### config.mk
export PLATFORM = sky130hd
export DESIGN_NAME = uvs_div
export DESIGN_NICKNAME = d
export VERILOG_FILES = /design/src/rtl/uvs_div.sv
export SDC_FILE = /design/constraint.sdc
export NUM_CORES = 2
export LEC_CHECK = 0
export BUFFER_PORTS_ARGS = -buffer_cell sky130_fd_sc_hd__buf_2
export CELL_PAD_IN_SITES_DETAIL_PLACEMENT = 2
export CELL_PAD_IN_SITES_GLOBAL_PLACEMENT = 2
export CORE_MARGIN = 1
export CORE_UTILIZATION = 51
export CTS_CLUSTER_SIZE = 20
export DETAILED_ROUTE_END_ITERATION = 10
export PLACE_DENSITY_LB_ADDON = 0.1
export SLEW_MARGIN = 40
export SYNTH_ARGS = -nofsm -noshare
export SYNTH_HDL_FRONTEND = slang
export SYNTH_SLANG_ARGS = --single-unit
### constraint.sdc
create_clock -name clk_i -period 12.5 [get_ports clk_i]
set_input_delay 1.875 -clock clk_i [delete_from_list [all_inputs] [get_ports clk_i]]
set_output_delay 1.875 -clock clk_i [all_outputs]
set_load 0.005 [all_outputs]
### src/rtl/uvs_div.sv
// Radix-2 restoring divider stage chain: q = n / d, two quotient bits per stage.
module uvs_div #(
  parameter int NW = 40,
  parameter int DW = 9,
  parameter int QW = 32,
  parameter int SW = 64
) (
  input  logic          clk_i,
  input  logic          en_i,
  input  logic [NW-1:0] num_i,
  input  logic [DW-1:0] den_i,
  input  logic [SW-1:0] side_i,
  output logic [QW-1:0] quo_o,
  output logic [SW-1:0] side_o
);
  // Two quotient bits per register stage.
  localparam int Stages = (QW + 1) / 2;
  logic [DW:0]   rem_q  [Stages+1];
  logic [NW-1:0] num_q  [Stages+1];
  logic [QW-1:0] quo_q  [Stages+1];
  logic [DW-1:0] den_q  [Stages+1];
  logic [SW-1:0] side_q [Stages+1];

  always_comb begin
    rem_q[0]  = '0;
    num_q[0]  = num_i;
    quo_q[0]  = '0;
    den_q[0]  = den_i;
    side_q[0] = side_i;
  end

  // Numerator is consumed MSB first; the upper NW-QW bits are below DW.
  for (genvar s = 0; s < Stages; s++) begin : g_st
    logic [DW:0]   r_d;
    logic [NW-1:0] n_d;
    logic [QW-1:0] q_d;
    always_comb begin
      logic [DW+1:0] t;
      r_d = rem_q[s];
      n_d = num_q[s];
      q_d = quo_q[s];
      for (int b = 0; b < 2; b++) begin
        if (2 * s + b < QW) begin
          if (s == 0 && b == 0) begin
            r_d = {1'b0, n_d[NW-1 -: DW]};
          end
          t = {r_d, n_d[NW-DW-1-(2*s+b)]};
          if (t >= {2'b0, den_q[s]}) begin
            r_d = (DW+1)'(t - {2'b0, den_q[s]});
            q_d = {q_d[QW-2:0], 1'b1};
          end else begin
            r_d = t[DW:0];
            q_d = {q_d[QW-2:0], 1'b0};
          end
        end
      end
    end
    always_ff @(posedge clk_i) begin
      if (en_i) begin
        rem_q[s+1]  <= r_d;
        num_q[s+1]  <= n_d;
        quo_q[s+1]  <= q_d;
        den_q[s+1]  <= den_q[s];
        side_q[s+1] <= side_q[s];
      end
    end
  end

  assign quo_o  = quo_q[Stages];
  assign side_o = side_q[Stages];
endmodule

==> results.toml, run 1 <==
[synth]
synthTopCellsByArea = "edfxtp_1, ha_1, mux2_2"
synthesis.instances = 4015
synth_top_cell_area_share = 0.7707
synth_top_cell_by_area = "edfxtp_1"
yosysWarnings = 0
synth.cell_area_um2 = 70330
synth_flop_cell = "edfxtp_1"
synth_nets = 4439
yosysUniqueCellTypes = 84
seq_area_frac_synth = 0.7707
synth.most_common_cell = "edfxtp_1"
synth-seq-cells = 1805
synthArstFlopShare = 0
synth_common_cells = "edfxtp_1, ha_1, inv_1"
syn_area_per_cell_um2 = 17.52
synth-edff-count = 1805

[floorplan]
die_w_um = 373.4
initial_utilization = 0.5166
rows = 135
die_h_um = 373.4
ios = 211

[outcome]
tool.error = "[ERROR DPL-0033] detailed placement checks failed during check placement."
stop_stage = "3_5_place_dp"
status = "stopped before the end"

[place]
port-buffer-count = 209
dp_hpwl_mm = 184.6
routabilityCongestion = 0.8079
-- cell families after synthesis --
group	Yosys count	synth area share
DFF	1805	0.7707
AOI/OAI and AO/OA	630	0.05776
and+or+nand+nor	550	0.03896
buffers and inverters	354	0.02263
adders and majority gates	309	0.05817
xor gates and xnor gates	183	0.02279
muxes	183	0.02898
other	1	0.00005332
-- through the flow --
stage | worst slack [ns] | area, µm² | hold slack [ns] | instances
after global placement | 5.175 | 73280 | 0.4001 | 5940
after floorplan | 6.160 | 70330 | 0.4003 | 4015
==> inputs of run 2 (changes only) <==
CELL_PAD_IN_SITES_DETAIL_PLACEMENT = unset   (was 2)
CELL_PAD_IN_SITES_GLOBAL_PLACEMENT = unset   (was 2)
CORE_UTILIZATION = 40   (was 51)
CTS_CLUSTER_SIZE = unset   (was 20)
PLACE_DENSITY_LB_ADDON = 0.15   (was 0.1)
==> results.toml, run 2 <==
[synth]
synth_nets = 4439
synthXorXnorAreaFrac = 0.02279
synth_compound_area_frac = 0.05776
synth_top_cell_by_area = "edfxtp_1"
seq_area_frac_synth = 0.7707
yosysUniqueCellTypes = 84
synthArstFlopShare = 0
muxShareOfSynthArea = 0.02898
yosysWarnings = 0
yosys.area_share.adder = 0.05817
yosys.area_share.simple = 0.03896
syn_area_per_cell_um2 = 17.52
synthTopCellsByArea = "edfxtp_1, ha_1, mux2_2"
synth-seq-cells = 1805
synth_top_cell_area_share = 0.7707
synth_flop_cell = "edfxtp_1"
synth_top_family_by_area = "adder cells"
synth-edff-count = 1805
synth_common_cells = "edfxtp_1, ha_1, inv_1"
synth.cell_area_um2 = 70330
synth.most_common_cell = "edfxtp_1"
synthesis.instances = 4015

[drt]
wirelength_mm = 108.3
vias_per_cell = 4.737
vias = 32370
dr.pass1.iters = 5
drtIter0Drc = 2011
ant_nets = 0
post_drt_wl_per_cell_um = 15.85
drc = 0

[worst_setup_path]
worstPathRequired_ns = 13.03
worstPathMaxFanout = 13
critPathArrivalTime_ns = 6.84
startpoint_type = "input port"
crit_path_end_kind = "register"
path_class = "in2reg"

[sta]
fin_hold_ws_ns = 0.3837
max_freq_mhz = 158.7
layout_setup_ws_ns = 6.198
finalHoldViolations = 0
tns_ns = 0
worst_pin_slew_ns = 0.8332
slew_headroom = 0.4445
setup_viol = 0
fin_skew_ns = 0.05319
maxSlewViolCount = 0
rsz0062_at_grt = "false"
fin_crit_ns = 6.302
finalCritPeriodShare = 0.5042

[place]
routabilityCongestion = 0.8054
dp_slack_ns = 5.401
port-buffer-count = 209
dp_hpwl_mm = 68.40
placed_cell_area_um2 = 74030
dp_cells = 6484

[clock_tree]
cts_tree = "done"
post_cts_buffers = 0
worstSkewPairLatency_ns = 0.81
cts.clk_slew.worst_paths_ns = 0.06
cts_resized = 0
cts.root.buffer_cell = "clkbuf_16"
ctsLongestPathBuffers = 3
numCtsBuffers = 186
cts_sinks = 1805
cts-hold-fix-buffers = 0
h-tree-depth = 4

[finish]
largest_reg_flops = 960
fin_area_um2 = 80200
final_cell_mix = "edfxtp_1, ha_1, inv_1, buf_2, clkbuf_16"
nets = 4776
fin_cells = 6835
final_common_cell = "edfxtp_1"
area_growth_pct = 14.03
fill_cells = 14980
drive_gt1_frac = 0.1440
largest-register = "side_q"

[floorplan]
dieArea_um2 = 177500
die_h_um = 421.3
ios = 211
rows = 153
die_w_um = 421.3
design.core.area_um2 = 174200
initial_utilization = 0.4037

[outcome]
status = "complete, no violations"

[run]
drv_cap = 0

[global_route]
gr-total-overflow = 0
antenna_found_initial = 8
grt_pass1_vias = 32310
grt_usage = 0.1216
grt_pass1_wl_mm = 173.2
grt_max_degree = 172

[power_and_ir_drop]
power_density_nw_per_um2 = 251.3
ir_drop_uv = 131.0
p_leak_uw = 0.02922

[hold_path]
hp-class = "reg2reg"
[run 2: cell counts after synthesis]
Identical to the previous run, type by type.
[run 2: path summary, 6_finish.rpt]
check	from	to	slack, ns	cells after the start
setup reg to reg	den_q[35]$_DFFE_PP_	rem_q[28]$_DFFE_PP_	7.11	17
setup / recovery	num_i[30]	rem_q[154]$_DFFE_PP_	6.20	21
hold reg to reg	side_q[632]$_DFFE_PP_	side_q[568]$_DFFE_PP_	0.38	0
hold / removal	side_q[632]$_DFFE_PP_	side_q[568]$_DFFE_PP_	0.38	0
[run 2: cell families (layout without fill, tap and decap cells)]
kind of cell / Yosys count / in the layout
AO/OA/AOI/OAI: 630 / 630
XOR/XNOR: 183 / 183
adder cells (fa/ha/maj): 309 / 309
buffers and inverters: 354 / 846
flip-flops: 1805 / 1805
multiplexers: 183 / 183
other: 1 / 4
AND/OR/NAND/NOR: 550 / 550
[run 2: report_power, final]
group,total (µW),internal (µW),leakage (µW),switching [µW]
Combinational,6750,3180,0.00870,3570
Clock,5380,3100,0.00292,2280
Sequential,8020,7740,0.0176,280
Total,20200,14000,0.0292,6130
[run 2: layout make-up]
| cell class | count | area [µm²] | share of cell area |
|---|---|---|---|
| Inverter | 264 | 991.0 | 0.01236 |
| Timing Repair Buffer | 239 | 1523 | 0.01899 |
| Multi-Input combinational cell | 1856 | 14550 | 0.1814 |
| Clock buffer | 229 | 4880 | 0.06084 |
| Antenna cell | 3 | 7.507 | 0.00009361 |
| Clock inverter | 114 | 1137 | 0.01418 |
| Sequential cell | 1805 | 54200 | 0.6758 |
| Tap cell | 2325 | 2909 | 0.03627 |
[run 2: worst max-delay path, cell delays in order]
cell and delay, ns:
buf_2 0.11, inv_1 0.05, ha_1 0.16, inv_1 0.06, fa_1 0.39, a211oi_1 0.31, o31ai_1 0.15, a211o_1 0.31
a21boi_1 0.33, buf_4 0.26, nor2_1 0.05, a21oi_1 0.27, inv_1 0.08, ha_1 0.29, nor2b_1 0.13, o21ai_0 0.19
a21oi_1 0.13, o41ai_1 0.55, o211ai_1 0.23, nor2b_2 0.48, mux2_2 0.40
[run 2: metal layers]
metal / part of all wire / wire length (µm) / GRT usage
met1: 0.46 / 50230 / 0.1606
met2: 0.47 / 50630 / 0.1950
met3: 0.038 / 4112 / 0.02731
met4: 0.031 / 3352 / 0.04764
met5: 0 / 0 / 0
[run 2: stage by stage]
| stage | power (µW) | utilization |
|---|---|---|
| floorplan | 13360 | - |
| global route | 21510 | 0.4603 |
| finish | 20150 | 0.4604 |
| CTS | 20450 | 0.4595 |
| global placement | 14820 | 0.4248 |
| detailed placement | 14880 | 0.4250 |
(Power assumes the default switching activity.)
