`src/rtl/uvs_pkg.sv`:
```
// Package: shared types, constants and the CORDIC angle table.
package uvs_pkg;

  localparam int unsigned CordicSteps = 20;
  localparam logic signed [33:0] CordicX0 = 34'sd652032874;
  localparam logic signed [17:0] Q14One = 18'sd16384;
  localparam logic [7:0] ResetResolution = 8'd16;

  typedef enum logic {
    KIND_VERTEX   = 1'b0,
    KIND_TRIANGLE = 1'b1
  } kind_e;

  typedef struct packed {
    logic        kind;
    logic [15:0] pos_x;
    logic [15:0] pos_y;
    logic [15:0] pos_z;
    logic [16:0] tex_u;
    logic [16:0] tex_v;
    logic [15:0] corner_a;
    logic [15:0] corner_b;
    logic [15:0] corner_c;
    logic        last;
    logic        error;
  } result_t;

  // Vertex data plus cell info handed from the math pipe to the emitter.
  typedef struct packed {
    logic        err;
    logic [15:0] pos_x;
    logic [15:0] pos_y;
    logic [15:0] pos_z;
    logic [16:0] tex_u;
    logic [16:0] tex_v;
    logic        has_tri;
    logic [1:0]  ntri;
    logic [15:0] i00;
    logic [15:0] w;
  } vert_t;

  function automatic logic [33:0] atan_turn(input logic [4:0] i);
    unique case (i)
      5'd0:  atan_turn = 34'd536870912;
      5'd1:  atan_turn = 34'd316933406;
      5'd2:  atan_turn = 34'd167458907;
      5'd3:  atan_turn = 34'd85004756;
      5'd4:  atan_turn = 34'd42667331;
      5'd5:  atan_turn = 34'd21354465;
      5'd6:  atan_turn = 34'd10679840;
      5'd7:  atan_turn = 34'd5340245;
      5'd8:  atan_turn = 34'd2670163;
      5'd9:  atan_turn = 34'd1335087;
      5'd10: atan_turn = 34'd667544;
      5'd11: atan_turn = 34'd333772;
      5'd12: atan_turn = 34'd166886;
      5'd13: atan_turn = 34'd83443;
      5'd14: atan_turn = 34'd41722;
      5'd15: atan_turn = 34'd20861;
      5'd16: atan_turn = 34'd10430;
      5'd17: atan_turn = 34'd5215;
      5'd18: atan_turn = 34'd2608;
      5'd19: atan_turn = 34'd1304;
      default: atan_turn = 34'd0;
    endcase
  endfunction

endpackage

```
`src/rtl/uvs_if.sv`:
```
// Valid/ready stream interface carrying a generic payload.
interface uvs_if #(parameter type payload_t = logic) ();
  logic     valid;
  logic     ready;
  payload_t data;
  modport source (output valid, output data, input ready);
  modport sink (input valid, input data, output ready);
endinterface

```
`src/rtl/uvs_emit.sv`:
```
// Result emitter: expands one vertex into its vertex and triangle results.
module uvs_emit (
  input  logic             clk_i,
  input  logic             rst_ni,
  input  logic             valid_i,
  input  uvs_pkg::vert_t   vert_i,
  output logic             ready_o,
  uvs_if.source            res
);
  import uvs_pkg::*;

  vert_t      v_q;
  logic       full_q;
  logic [1:0] seq_q;
  result_t    r;
  logic       fin;
  logic [15:0] i01, i10, i11;

  assign i01 = v_q.i00 + 16'd1;
  assign i10 = v_q.i00 + v_q.w;
  assign i11 = i10 + 16'd1;

  always_comb begin
    r = '0;
    fin = 1'b1;
    if (v_q.err) begin
      r.last = 1'b1;
      r.error = 1'b1;
    end else if (seq_q == 2'd0) begin
      r.kind  = KIND_VERTEX;
      r.pos_x = v_q.pos_x;
      r.pos_y = v_q.pos_y;
      r.pos_z = v_q.pos_z;
      r.tex_u = v_q.tex_u;
      r.tex_v = v_q.tex_v;
      fin     = !v_q.has_tri;
      r.last  = fin;
    end else begin
      r.kind = KIND_TRIANGLE;
      if (v_q.ntri == 2'd0) begin
        r.corner_a = v_q.i00; r.corner_b = i10; r.corner_c = i11;
      end else if (v_q.ntri == 2'd1 || seq_q == 2'd1) begin
        r.corner_a = v_q.i00; r.corner_b = i10; r.corner_c = i01;
      end else begin
        r.corner_a = i01; r.corner_b = i10; r.corner_c = i11;
      end
      fin = (v_q.ntri != 2'd2) || (seq_q == 2'd2);
      r.last = fin;
    end
  end

  assign res.valid = full_q;
  assign res.data  = r;
  assign ready_o   = !full_q || (res.ready && fin);

  always_ff @(posedge clk_i or negedge rst_ni) begin
    if (!rst_ni) begin
      full_q <= 1'b0;
      seq_q  <= '0;
    end else if (ready_o) begin
      full_q <= valid_i;
      seq_q  <= '0;
    end else if (res.ready) begin
      seq_q <= seq_q + 2'd1;
    end
  end

  always_ff @(posedge clk_i) begin
    if (ready_o && valid_i) v_q <= vert_i;
  end
endmodule

```
`src/flat_wrapper.sv`:
```
// flat-port wrapper written by rule: the top's interface ports become plain ports
module uvs_emit_flat import uvs_pkg::*;
  (clk_i, rst_ni, valid_i, vert_i, ready_o, res_valid, res_data, res_ready);
  uvs_if res_i ();
  input  logic clk_i;
  input  logic rst_ni;
  input  logic valid_i;
  input  uvs_pkg::vert_t vert_i;
  output logic ready_o;
  output wire logic [$bits(res_i.valid)-1:0] res_valid;
  output wire logic [$bits(res_i.data)-1:0] res_data;
  input wire logic [$bits(res_i.ready)-1:0] res_ready;
  assign res_valid = res_i.valid;
  assign res_data = res_i.data;
  assign res_i.ready = res_ready;
  uvs_emit u_core (.clk_i(clk_i), .rst_ni(rst_ni), .valid_i(valid_i), .vert_i(vert_i), .ready_o(ready_o), .res(res_i));
endmodule
```
`config.mk`:
```
export PLATFORM = sky130hd
export DESIGN_NAME = uvs_emit_flat
export DESIGN_NICKNAME = d
export VERILOG_FILES = /design/src/rtl/uvs_pkg.sv /design/src/rtl/uvs_if.sv /design/src/rtl/uvs_emit.sv /design/src/flat_wrapper.sv
export SDC_FILE = /design/constraint.sdc
export NUM_CORES = 1
export LEC_CHECK = 0
export BUFFER_PORTS_ARGS = -buffer_cell sky130_fd_sc_hd__buf_2
export CORE_ASPECT_RATIO = 0.7
export CORE_MARGIN = 5
export CORE_UTILIZATION = 18
export DETAILED_ROUTE_END_ITERATION = 8
export PLACE_DENSITY = 0.84
export SKIP_LAST_GASP = 1
export SYNTH_ARGS = -nofsm -noshare
export SYNTH_HDL_FRONTEND = slang
export SYNTH_SLANG_ARGS = --single-unit
```
`constraint.sdc`:
```
create_clock -name clk_i -period 3 [get_ports clk_i]
set_input_delay 0.15 -clock clk_i [delete_from_list [all_inputs] [get_ports clk_i]]
set_output_delay 0.15 -clock clk_i [all_outputs]
set_load 0.02 [all_outputs]
```
==> impl_results.md, run 1 <==
* Outcome: finished, final reports clean
* CTS Sinks at 7
* Leading area contributor after synthesis: edfxtp_1
* Slowest library cell on the worst path: dfrtp_1
* CTS root buffer: clkbuf_4
* Syn Inst Count at 28
* WL per Instance at 10.6 µm
* Top_reg_cell synth: edfxtp_1
* Reg2reg end: u_core.v_q[33]
* Max FO, Critical Path at 4
* Global Route Usage Sum at 5.92%
* Max_cap viols at 0
* Die Ht at 47.4 µm
* Hold Path Origin: vert_i[32]
* Sequential area share after synthesis at 54.2%
* Distinct cells, synth at 16
* Total global routing overflow at 0
* Yosys reg bits at 7
* Setup Skew at 0.000669 ns
* CTS max path bufs at 2
* Vias in the first global route at 280
* Ys async rst share at 42.9%
* Placement Rows at 13
* Final net count at 167
* WHS Path Cells at 1
* Min-Delay Path Class: primary input to register
* Synthesized area at 360 µm²
* Kind of critical path: register to output port
* Largest net degree at the start of global routing at 7
* Final Hold Viols at 0
* Net count after synthesis at 151
* EDFF count, synth at 4
* Finish-stage setup viols at 0
* R2R setup slack at 1.48 ns
* IO Pins at 125
* Final Cell Area at 474 µm²
* DR DRC count at 0
* Max Fclk at 597 MHz
* Initial antenna violation count at 0
* Max_slew headroom at 85.2%
* Fin Setup TNS at 0 ns
* CP delay by family, top: flip-flops
* Worst R2R Start: u_core.seq_q[0]
* RSZ-0062 raised after global routing: no
* Yosys synthesis warning count at 0
* Reg clk slew, reported paths at 0.05 ns
* Kind of end point of the critical path: output port
* Layout cell share with drive strength beyond 1 at 51.2%
* Drt via density at 3.80
* Avg Cell Area, Syn at 12.9 µm²
* Starting Density at 19.1%
* Worst Tran Pin Value at 0.222 ns
* CP Buf/Inv Count at 2
* Post-CTS Setup Repair Bufs at 0
* Final period util at 55.9%
* Min cycle time layout at 1.68 ns
* Skew-Pair Late Insertion Delay at 0.25 ns
* CTS Buf Count at 3
* Post-synth top area share at 33.3%
* CP peak stage delay at 0.38 ns
* Core Region at 0.00189 mm²
* Reg2reg path depth at 5
* Inserted Diodes at 0
* Global-route wire length before repair at 1210 µm
* Clock share of power at 31.5%
* Final WL at 686 µm
* Logic pwr share at 23.7%
* Critical Path RT at 2.85 ns
* Port buffer count at 10
* Power per Cell Area at 563 mW/mm²
* DP Area at 438 µm²
* Max VDD drop at 0.172 mV
* Synth cell count leaders: 4 x edfxtp_1, 4 x inv_1, 3 x dfrtp_1, 3 x nand2_1
* P&R area growth vs syn at 31.6%
* P_leak at 0.202 nW
* Chip Width at 63.5 µm
* Largest cells by area after synthesis: edfxtp_1 33%, dfrtp_1 21%, nor2b_4 7.6%, o2111ai_4 7.3%, nand2b_2 4.9%
* Die ar. at 0.00301 mm²
* H-Tree Level Count at 1
* Dpl hpwl at 585 µm
* CP cell instances: inv_1, ha_1, nand2b_2, o2111ai_4, and2_2, buf_2
* Vias at 247
* Internal Pwr Total at 0.193 mW
* Crit path launch type: register
* Iteration count of the initial detailed-routing pass at 2
* Fin. max-slew vios at 0
* Arr. time, crit path at 1.53 ns
* TritonCTS clock tree: done
* Sw Ratio at 27.7%
* Final ANT Viol Nets at 0
* Reg power frac at 44.7%
* Switching pwr at 0.0740 mW
* Iteration-0 DRC Markers at 1
* Min-Delay Endpoint: u_core.v_q[32]
* Fillers at 208
* GPL Wtd Cong at 0.672
[worst register-to-register path: cells and delay by family (launching register included)]
| kind | cells | cell delay, ns |
|---|---|---|
| AND/OR/NAND/NOR | 2 | 0.39 |
| flip-flops | 1 | 0.40 |
| buffers and inverters | 1 | 0.13 |
| adder cells (fa/ha/maj) | 1 | 0.18 |
| AO/OA/AOI/OAI | 1 | 0.11 |
[area by class of cell]
| type | count | area [µm²] | area share [%] |
|---|---|---|---|
| clock buffer | 4 | 26.3 | 5.54 |
| inverter | 4 | 15.0 | 3.17 |
| tap | 22 | 27.5 | 5.80 |
| multi-input combinational | 17 | 150 | 31.7 |
| sequential | 7 | 195 | 41.2 |
| timing repair buffer | 11 | 60.1 | 12.7 |
[power by group through the flow]
stage	clock, mW	combinational (mW)	sequential, mW
floorplan	0	0.0441	0.122
global placement	0	0.0611	0.120
detailed placement	0	0.0642	0.121
CTS	0.0873	0.0655	0.120
global route	0.0906	0.0719	0.121
finish	0.0842	0.0634	0.119
[timing repair]
item	in CTS	in global routing
hold endpoints to repair	3	0
gates resized for setup	0	0
hold buffers	1	0
[state kept, by name, indices dropped and copies added, names as in the netlist]
register,flops
u_core.seq_q,2
u_core.v_q,4
u_core.res.valid,1
[per-layer routing]
layer	wire length [µm]	vias up	track usage, %
met1	246	113	5.56
li1	-	123	-
met4	27	0	6.22
met3	43	4	2.35
met2	369	7	10.1
met5	0	-	0
[through the flow]
stage	hold slack, ns	util [%]	worst slack (ns)	instances	power, mW
detailed placement	-0.0490	23.2	1.46	60	0.186
floorplan	-0.146	-	1.62	28	0.167
global placement	-0.0516	23.2	1.53	60	0.182
global route	0.0676	25.1	1.21	65	0.283
CTS	0.0677	25.1	1.30	65	0.272
finish	0.0755	25.1	1.32	65	0.267
[cell families after synthesis]
family	Yosys count	share of synthesized area (%)
AND/OR/NAND/NOR	13	26.0
flip-flops	7	54.2
buffers and inverters	4	4.17
AO/OA/AOI/OAI	3	12.2
adder cells (fa/ha/maj)	1	3.47
[worst max path at each step]
stage	startpoint	to	slack, ns	cells past startpoint
global placement	u_core.seq_q[0]	u_core.v_q[33]	1.53	5
global route	u_core.seq_q[0]	ready_o	1.21	6
floorplan	u_core.seq_q[0]	u_core.v_q[117]	1.62	5
detailed placement	u_core.seq_q[0]	u_core.v_q[33]	1.46	5
finish	u_core.seq_q[0]	ready_o	1.32	6
CTS	u_core.seq_q[0]	ready_o	1.30	6
[placed cells by master (no fill, tap or decap)]
| cell | Yosys | routed |
|---|---|---|
| and2_2 | 1 | 1 |
| o31ai_2 | 1 | 1 |
| dfrtp_1 | 3 | 3 |
| nor2b_2 | 1 | 1 |
| or2_2 | 1 | 1 |
| and3_1 | 1 | 1 |
| nand2_1 | 3 | 3 |
| clkbuf_1 | 0 | 1 |
| o2111ai_4 | 1 | 1 |
| nand2b_2 | 2 | 2 |
| inv_1 | 4 | 4 |
| clkbuf_4 | 0 | 3 |
| buf_2 | 0 | 10 |
| dlygate4sd3_1 | 0 | 1 |
| edfxtp_1 | 4 | 4 |
| nor2b_4 | 2 | 2 |
| nor2_1 | 1 | 1 |
| o21ai_1 | 1 | 1 |
| nand3_1 | 1 | 1 |
| ha_1 | 1 | 1 |
No activity file was read; power rests on OpenSTA's default activity.
==> inputs of run 2 (changes only) <==
- ABC_AREA: not set -> 1
- CORE_UTILIZATION: 18 -> 15
- PLACE_DENSITY: 0.84 -> 0.77
- clock period: 3 -> 1.6 ns (I/O delays scaled with it)
==> run 2 against run 1 <==
  * First-iteration DRC count down 100%
  * Sequential share of layout area is 2.4 points higher
  * Worst setup slack got worse by 1.2 ns
  * Clock power grew 82%
  * Register-to-register slack got worse by 1.3 ns
==> impl_results.md, run 2 <==
* Most common cell after layout, fill and taps aside: buf_2
* Outcome: finished, final reports clean
* Global-route wire length before repair at 993 µm
* CP Buf/Inv Count at 2
* Final Hold Viols at 0
* Power per Cell Area at 1070 mW/mm²
* Vias in the first global route at 249
* Min-Delay Path Class: primary input to register
* Kind of end point of the critical path: output port
* Vias at 240
* Worst Tran Pin Value at 0.241 ns
* Drt via density at 3.38
* Kind of critical path: register to output port
* Hold Path Origin: vert_i[117]
* Post-synth top area share at 37.1%
* Layout cell share with drive strength beyond 1 at 46.8%
* Number of flip-flops under the largest register name at 4
* CP delay by family, top: flip-flops
* Skew-Pair Late Insertion Delay at 0.24 ns
* Largest cells by area after synthesis: edfxtp_1 37%, dfrtp_1 23%, nand2_1 6.9%, inv_1 5.8%, ha_1 3.9%
* Dpl hpwl at 508 µm
* Die ar. at 0.00320 mm²
* Net count after synthesis at 154
* H-Tree Level Count at 1
* Post-CTS Setup Repair Bufs at 0
* CTS Buf Count at 3
* Inserted Diodes at 0
* Arr. time, crit path at 1.38 ns
* Most frequent cells in the layout: 10 x buf_2, 6 x nand2_1, 5 x inv_1
* Initial antenna violation count at 0
* Final core utilization at 21.3%
* CTS Sinks at 7
* Distinct cells, synth at 14
* Crit path launch type: register
* TritonCTS clock tree: done
* Critical Path RT at 1.52 ns
* Final WL at 584 µm
* DR DRC count at 0
* CTS max path bufs at 2
* Sequential area share after synthesis at 60.2%
* EDFF count, synth at 4
* Reg2reg path depth at 7
* Avg Cell Area, Syn at 10.5 µm²
* Final period util at 91.3%
* IO Pins at 125
* CP cell instances: inv_1, ha_1, nand2_1, nand3_2, nor2_4, nor2_2, buf_2
* Max VDD drop at 0.244 mV
* Max_slew headroom at 83.9%
* CP peak stage delay at 0.38 ns
* CTS root buffer: clkbuf_4
* Final ANT Viol Nets at 0
* Iteration-0 DRC Markers at 0
* Yosys synthesis warning count at 0
* Max Fclk at 685 MHz
* Reg2reg end: u_core.v_q[32]
* GPL Wtd Cong at 0.659
* Finish-stage setup viols at 0
* Ys async rst share at 42.9%
* Worst R2R Start: u_core.seq_q[0]
* Max FO, Critical Path at 4
* Synthesized area at 324 µm²
* Setup Skew at 0.00106 ns
* P_leak at 0.211 nW
* Max_cap viols at 0
* P&R area growth vs syn at 38.2%
* Fin. max-slew vios at 0
* Global Route Usage Sum at 4.34%
* Top_reg_cell synth: edfxtp_1
* WHS Path Cells at 1
* Leading area contributor after synthesis: edfxtp_1
* Starting Density at 15.4%
* Syn Inst Count at 31
* Total global routing overflow at 0
* Min-Delay Endpoint: u_core.v_q[117]
* Post-cts sizing count at 0
* R2R setup slack at 0.19 ns
* Yosys reg bits at 7
* Most common cell in the netlist: nand2_1
* Iteration count of the initial detailed-routing pass at 1
* Reg clk slew, reported paths at 0.05 ns
* Min cycle time layout at 1.46 ns
* Core Region at 0.00210 mm²
* Port buffer count at 10
* Largest Register: u_core.v_q
* Die Ht at 48.9 µm
* Placement Rows at 14
* Final net count at 171
* RSZ-0062 raised after global routing: no
* Chip Width at 65.6 µm
* Slowest library cell on the worst path: dfrtp_1
* Largest net degree at the start of global routing at 6
* Fin Setup TNS at 0 ns
* WL per Instance at 8.23 µm
* Synth cell count leaders: 6 x nand2_1, 5 x inv_1, 4 x edfxtp_1
-- run 2: worst max-delay path by stage --
| stage | startpoint | endpoint | cells past startpoint |
|---|---|---|---|
| after global routing | u_core.seq_q[1] | ready_o | 7 |
| after detailed placement | u_core.seq_q[0] | u_core.v_q[32] | 7 |
| after CTS | u_core.seq_q[1] | ready_o | 7 |
| after global placement | u_core.seq_q[0] | u_core.v_q[34] | 7 |
| final | u_core.seq_q[1] | ready_o | 7 |
| after floorplan | u_core.seq_q[0] | u_core.v_q[117] | 6 |
-- run 2: where the power goes --
group	switching [mW]	total [mW]	leakage, nW	internal, mW
registers	0.00980	0.222	0.0750	0.212
clock network	0.0581	0.153	0.0150	0.0947
logic	0.0651	0.106	0.121	0.0405
-- run 2: timing repair --
item	4_1_cts	5_1_grt
endpoints found under the hold margin	3	0
endpoints found under the setup margin	0	0
hold buffers	1	0
-- run 2: area by class of cell --
| class | count | area, µm² |
|---|---|---|
| clock buffer | 4 | 26.3 |
| fill | 236 | 1650 |
| inverter | 7 | 26.3 |
| multi-input combinational | 17 | 103 |
| sequential | 7 | 195 |
| tap | 24 | 30.0 |
| timing repair buffer | 12 | 67.6 |
-- run 2: stage by stage --
step	power, mW	cell area, µm²	setup slack, ns	hold slack [ns]	cells
CTS	0.490	448	0.118	0.00111	71
detailed placement	0.331	412	0.184	-0.121	66
global placement	0.327	412	0.221	-0.122	66
finish	0.480	448	0.139	0.0108	71
global route	0.516	448	0.0293	0.000735	71
floorplan	0.296	324	0.134	-0.216	31
-- run 2: layer usage --
layer  vias up  wire, µm  global-route usage, %
li1        131         -                      -
met1       104       267                   4.85
met2         5       289                   5.88
met4         0         0                   4.14
met3         0        27                   2.07
met5         -         0                      0
-- run 2: kinds of logic (layout without fill, tap and decap cells) --
logic type,after synthesis,count (layout),synth area share [%]
compound gates,1,1,2.70
buf+inv,7,23,8.11
simple gates,15,15,25.1
fa+ha+maj,1,1,3.86
flops,7,7,60.2
